`src/rtl/core/bsbi_pkg.sv`:
```
// types and constants shared by the bounded stack with bottom increment
// no dependencies
package bsbi_pkg;

    localparam int DATA_W = 32;
    localparam int CAP_W  = 11;
    localparam int KCNT_W = 16;
    localparam int REQ_W  = 2;

    localparam logic [CAP_W-1:0]  CAP_RESET  = 11'd1024;
    localparam logic [DATA_W-1:0] EMPTY_WORD = 32'hFFFF_FFFF;

    localparam logic [REQ_W-1:0] REQ_PUSH = 2'd0;
    localparam logic [REQ_W-1:0] REQ_POP  = 2'd1;
    localparam logic [REQ_W-1:0] REQ_INCR = 2'd2;

    typedef enum logic [0:0] {
        ST_IDLE,
        ST_EXEC
    } bsbi_state_t;

    typedef struct packed {
        logic accept;
        logic commit;
        logic load_out;
    } bsbi_cmd_t;

    typedef struct packed {
        logic pop_pending;
    } bsbi_status_t;

endpackage

```
`src/rtl/core/bsbi_ctrl.sv`:
```
// controller for the bounded stack: request handshake, exec sequencing, output valid
// depends on bsbi_pkg
module bsbi_ctrl
(
    input  logic                  clk,
    input  logic                  rst_n,
    input  logic                  s_tvalid,
    output logic                  s_tready,
    output logic                  m_tvalid,
    input  logic                  m_tready,
    input  bsbi_pkg::bsbi_status_t status,
    output bsbi_pkg::bsbi_cmd_t    cmd
);

    bsbi_pkg::bsbi_state_t state_reg;
    bsbi_pkg::bsbi_state_t state_next;
    logic                  out_valid_reg;
    logic                  out_valid_next;
    logic                  out_blocked;
    logic                  can_commit;

    assign out_blocked = out_valid_reg && !m_tready;
    assign can_commit  = !(status.pop_pending && out_blocked);

    always_comb
    begin
        state_next = state_reg;
        case (state_reg)
            bsbi_pkg::ST_IDLE:
            begin
                if (s_tvalid)
                begin
                    state_next = bsbi_pkg::ST_EXEC;
                end
            end
            bsbi_pkg::ST_EXEC:
            begin
                if (can_commit)
                begin
                    state_next = bsbi_pkg::ST_IDLE;
                end
            end
            default:
            begin
                state_next = bsbi_pkg::ST_IDLE;
            end
        endcase
    end

    always_comb
    begin
        s_tready     = 1'b0;
        cmd.accept   = 1'b0;
        cmd.commit   = 1'b0;
        cmd.load_out = 1'b0;
        case (state_reg)
            bsbi_pkg::ST_IDLE:
            begin
                s_tready   = 1'b1;
                cmd.accept = s_tvalid;
            end
            bsbi_pkg::ST_EXEC:
            begin
                cmd.commit   = can_commit;
                cmd.load_out = can_commit && status.pop_pending;
            end
            default:
            begin
                s_tready = 1'b0;
            end
        endcase
    end

    always_comb
    begin
        out_valid_next = out_valid_reg;
        if (cmd.load_out)
        begin
            out_valid_next = 1'b1;
        end
        else if (m_tready)
        begin
            out_valid_next = 1'b0;
        end
    end

    always_ff @(posedge clk or negedge rst_n)
    begin
        if (!rst_n)
        begin
            state_reg     <= bsbi_pkg::ST_IDLE;
            out_valid_reg <= 1'b0;
        end
        else
        begin
            state_reg     <= state_next;
            out_valid_reg <= out_valid_next;
        end
    end

    assign m_tvalid = out_valid_reg;

endmodule

```
`config.mk`:
```
export PLATFORM = sky130hd
export DESIGN_NAME = bsbi_ctrl
export DESIGN_NICKNAME = d
export VERILOG_FILES = /design/src/rtl/core/bsbi_pkg.sv /design/src/rtl/core/bsbi_ctrl.sv
export SDC_FILE = /design/constraint.sdc
export NUM_CORES = 1
export LEC_CHECK = 0
export BUFFER_PORTS_ARGS = -buffer_cell sky130_fd_sc_hd__buf_4
export CAP_MARGIN = 20
export CORE_AREA = 2 2 39 41
export DETAILED_ROUTE_END_ITERATION = 10
export DIE_AREA = 0 0 41 43
export GPL_ROUTABILITY_DRIVEN = 0
export PLACE_DENSITY_LB_ADDON = 0.1
export SLEW_MARGIN = 40
export SYNTH_ARGS = -nofsm -noshare
export SYNTH_HDL_FRONTEND = slang
export SYNTH_SLANG_ARGS = --single-unit
```
`constraint.sdc`:
```
create_clock -name clk -period 1 [get_ports clk]
set_clock_uncertainty 0.05 [all_clocks]
set_input_delay 0.05 -clock clk [delete_from_list [all_inputs] [get_ports clk]]
set_output_delay 0.05 -clock clk [all_outputs]
set_load 0.005 [all_outputs]
```
==> results of run 1 <==
per-layer routing:
layer | global-route usage [%] | vias up | wire, µm
li1 | - | 63 | -
met1 | 4.180 | 49 | 138
met2 | 5.625 | 8 | 124
met3 | 1.571 | 0 | 43
met4 | 8.000 | 0 | 0
met5 | 0 | - | 0
Yosys cell counts:
cell type  instances
a21oi_1            1
buf_4              1
dfrtp_1            2
inv_1              1
nand2_1            2
nand2b_1           1
nor2_1             1
nor2b_1            2
o21bai_1           1
cell families (layout without fill, tap and decap cells):
group / after synthesis / in the layout / share of synthesized area [%]
AOI/OAI and AO/OA: 2 / 2 / 12.05
and+or+nand+nor: 6 / 6 / 28.92
buffers and inverters: 2 / 15 / 10.84
DFF: 2 / 2 / 48.19
power by group through the flow:
stage | clock network, mW | logic (mW) | registers [mW]
after detailed placement | 0 | 0.0652 | 0.0970
after floorplan | 0 | 0.0246 | 0.0960
final | 0.177 | 0.0826 | 0.0959
after global routing | 0.198 | 0.0920 | 0.0969
after CTS | 0.194 | 0.0837 | 0.0954
after global placement | 0 | 0.0655 | 0.0969
worst max-delay path: stages (launching register included):
cell	delay (ns)
dfrtp_1	0.37
nor2b_4	0.13
a21oi_2	0.10
buf_4	0.11
what timing repair did:
action	in CTS	in global routing
endpoints found under the hold margin	2	0
pin swaps	2	1
hold buffers	1	0
gates resized for setup	3	1
buffers inserted	1	0
endpoints found under the setup margin	3	3
per-stage QoR:
stage / hold slack [ns] / instance area (µm²) / util (%) / worst slack, ns
floorplan: -0.2956 / 103.9 / - / 0.1887
global placement: -0.2156 / 183.9 / 13.29 / 0.1313
detailed placement: -0.2157 / 183.9 / 13.29 / 0.1124
CTS: 0.05870 / 235.2 / 17.00 / -0.05920
global route: 0.08943 / 237.7 / 17.18 / -0.08050
finish: 0.05834 / 237.7 / 17.18 / -0.04068
worst paths after layout:
| kind | to | slack (ns) | depth (start not counted) |
|---|---|---|---|
| worst max-delay path | cmd[1] | -0.04 | 3 |
| worst min-delay path | m_tvalid | 0.06 | 3 |
| worst max register to register | state_reg | 0.16 | 3 |
| worst min register to register | m_tvalid | 0.53 | 2 |
| max in group asynchronous | m_tvalid | 0.72 | 2 |
| min in group asynchronous | state_reg | 0.09 | 2 |
cell type report:
cell class,instances,area (µm²)
clock buffers,3,22.52
fillers,152,1146
inverters,1,3.754
multi-input cells,8,56.30
flip-flops and latches,2,50.05
well taps,16,20.02
repair buffers,11,85.08
==> run metrics, run 1 <==
status=finished, violations left; failing checks=negative setup slack; Final WS setup=-0.04068 ns; ANT nets after route=0; CTS Buf Count=3; routed length per placed instance=roughly 7.5 µm; YS warnings=0; CP startpoint kind=flop; Pwr Density=between 1000 and 1500 nW/µm²; power share of the sequential group=27.0%; synthesized area=103.9 µm²; most common cell after layout, fill and taps aside=buf_4; core box area=1384 µm²; Worst-path clk slew=about 0.030 ns; largest net degree at the start of global routing=4; Inst Count DP=36; Synth top area share=about half; Final Hold Viols=0; Leakage=0.1207 nW; nets@finish=32; sw power=~80 µW; Post-Syn Instances=12; clk root buf=clkbuf_4; Die Area=1763 µm²; Synth area leaders=dfrtp_1, nor2b_1, buf_4; share of cells above drive strength 1=between 60 and 70%; Worst Path Required=0.90 ns; P_int=275.3 µW; Tmin final=between 1 and 1.5 ns; Net Sw Frac=22.59%; reg2reg start=m_tvalid; Starting Density=roughly 7.5%; critical path capture point type=primary output; Peak VDD IR=0.0005572 V; Hold Path Class=input pin to flop; synthesized net count=17; vias in the first global route=145; die width=41 µm; crit path max fanout=2; GR Overflow Total=0; max-slew violation count=0; Core Rows=14; Overall Power=355.7 µW; Setup TNS=-0.07114 ns; hold_sp=status; final setup fails=2; Die Y=43 µm; DP HPWL=225 µm; Worst-Skew Late Latency=0.22 ns; Combinational Power Share=23.2%; FF+latch count, synth=2; GRT Util Overall=4.618%; slew margin rel.=92.50%; most frequent cells in the layout=buf_4, clkbuf_4, nand2_1, dfrtp_1; via count=120; Finished Layout Cells=41; measured slew at the worst slew-check pin=0.1123 ns; CTS tree=built; critical path arrival=between 0.9 and 1 ns; clock share of power=around 50%; WS Path Type=flop to primary output; sequential element share of the synthesized area=between 40% and 50%; fmax=960.9 MHz; # IOs=10; Synth area leader=dfrtp_1; Synth cell types=9; fin crit share=104.1%; Via density=2.927; global-route wire length before repair=476 µm; Layout area overhead=128.9%; final WL=between 300 and 400 µm; DRT iter0 DRCs=3; clk buf depth=2; Port Buffers=9; Syn Area/Cell=roughly 8.7 µm²; Max Cap Viol=0; Post-route DRC=0; RSZ-0062 raised after global routing=yes; CTS Sinks=2; first drt pass iteration count=2; Worst Setup SP=m_tvalid; diode count=0; initial antenna violation count=0; CTS H-Tree Depth=1
Power figures use the tool's default switching activity.
==> run 2: changes to the inputs <==
SKIP_CTS_REPAIR_TIMING = 1   (was not set)
==> run 2 against run 1 <==
Net effect:
- cell area up 7.9%
- combinational power up 19%
- clock power about the same
- first-iteration DRC count down 33%
- the run still ends with negative setup slack left
==> run metrics, run 2 (synthesis results as in run 1) <==
status=finished, violations left; failing checks=negative setup slack; hold_sp=status; Port Buffers=9 (unchanged); GRT Util Overall=4.116% (-0.50 points); core box area=1384 µm² (unchanged); Leakage=0.1288 nW (+6.7%); Max Cap Viol=0 (unchanged); reg2reg end=state_reg; Worst-Skew Late Latency=0.22 ns (about the same); RSZ-0062 raised after global routing=yes; most common cell after layout, fill and taps aside=buf_4; WS Path Type=flop to primary output; ANT nets after route=0 (unchanged); FF-to-FF setup slack=0.16 ns (about the same); DRT iter0 DRCs=2 (-1); GR Overflow Total=0 (unchanged); Hold Path Class=input pin to flop; die width=41 µm (unchanged); reg2reg start=m_tvalid; Finished Core Util=18.54% (+1.4 points); max-slew violation count=0 (unchanged); Peak VDD IR=0.0005249 V (-5.8%); most frequent cells in the layout=buf_4, clkbuf_4, buf_6; share of cells above drive strength 1=65.38% (+1.4 points); Pwr Density=1453 nW/µm² (-2.9%); fin crit share=105.7% (+1.6 points); CTS Buf Count=3 (unchanged); Worst-path clk slew=0.03 ns (about the same); Via density=3.071 (+4.9%); crit path max fanout=2 (unchanged); Starting Density=7.505% (unchanged); fmax=946.2 MHz (-1.5%); measured slew at the worst slew-check pin=0.1123 ns (+0.000004053 ns); nets@finish=33 (+3.1%); Layout area overhead=147.0%; worst hold stages=3 (unchanged); Tmin final=1.057 ns (+0.01614 ns); post-route cell area=256.5 µm² (+7.9%); CTS tree=built; largest net degree at the start of global routing=4 (unchanged); CP startpoint kind=flop; via count=129 (+7.5%); initial antenna violation count=0 (unchanged); # IOs=10 (unchanged); critical path capture point type=primary output; global-route wire length before repair=407 µm (-14%); Die Area=1763 µm² (unchanged); CTS Sinks=2 (unchanged); CTS H-Tree Depth=1 (unchanged); Final WS setup=-0.05682 ns (-0.01614 ns); Post-route DRC=0 (unchanged); critical path arrival=0.96 ns (+0.02 ns); Worst Reg2Reg Path Length in Cells=3 (unchanged); diode count=0 (unchanged); first drt pass iteration count=2 (unchanged); DP HPWL=225 µm (unchanged); routed length per placed instance=7.571 µm (+1.1%); Worst Path Required=0.90 ns (about the same); final WL=318 µm (+3.6%); vias in the first global route=124 (-14%); clk root buf=clkbuf_4; slew margin rel.=92.50% (about the same); Die Y=43 µm (unchanged); clk buf depth=2 (unchanged); worst hold endpoint=m_tvalid; final setup fails=3 (+1); Core Rows=14 (unchanged); Final Hold Viols=0 (unchanged); placed cell area=183.9 µm² (unchanged)
-- run 2: cell count changes in the layout (fill, tap and decap cells not counted), sizes merged --
cell  before  now
buf       10   11
-- run 2: worst max path at each step --
stage / startpoint / to / cells past startpoint
2_1_floorplan: m_tvalid / cmd[0] / 3
3_3_place_gp: m_tvalid / cmd[1] / 3
3_5_place_dp: m_tvalid / cmd[1] / 3
4_1_cts: m_tvalid / cmd[1] / 3
5_1_grt: m_tvalid / cmd[1] / 3
6_report: m_tvalid / cmd[1] / 3
-- run 2: critical path, cell delays in order, from the launching register on --
cell,delay (ns)
dfrtp_1,0.38
nor2b_4,0.14
a21oi_2,0.10
buf_4,0.11
-- run 2: cell type report --
class	count	area, µm²
clock buffer	3	22.52
fill	155	1127
inverter	1	3.754
multi-input combinational	8	56.30
sequential	2	50.05
tap	16	20.02
timing repair buffer	12	103.9
-- run 2: per-stage QoR --
stage          hold slack, ns  total power [mW]  setup slack [ns]  setup TNS (ns)  std cells
6_report              0.05711            0.3727          -0.05682         -0.1357         42
2_1_floorplan         -0.2956            0.1205            0.1887               0         12
3_5_place_dp          -0.2157            0.1622            0.1124               0         36
5_1_grt               0.08960            0.4044          -0.09034         -0.2384         42
4_1_cts               -0.4591            0.3554           -0.1368         -0.2235         39
3_3_place_gp          -0.2156            0.1624            0.1313               0         36
-- run 2: power breakdown --
group / leakage [nW] / switching (mW) / internal, mW
Combinational: 0.0899 / 0.0320 / 0.0667
Sequential: 0.0251 / 0.00703 / 0.0898
Clock: 0.0138 / 0.0449 / 0.132
-- run 2: per-layer routing --
layer	up-vias	global-route usage (%)	share of wire (%)	wire length, µm
met5	-	0	0	0
met4	0	8.000	0	0
met3	0	1.571	14	43
met2	8	4.375	43	138
met1	56	3.859	43	136
li1	65	-	-	-
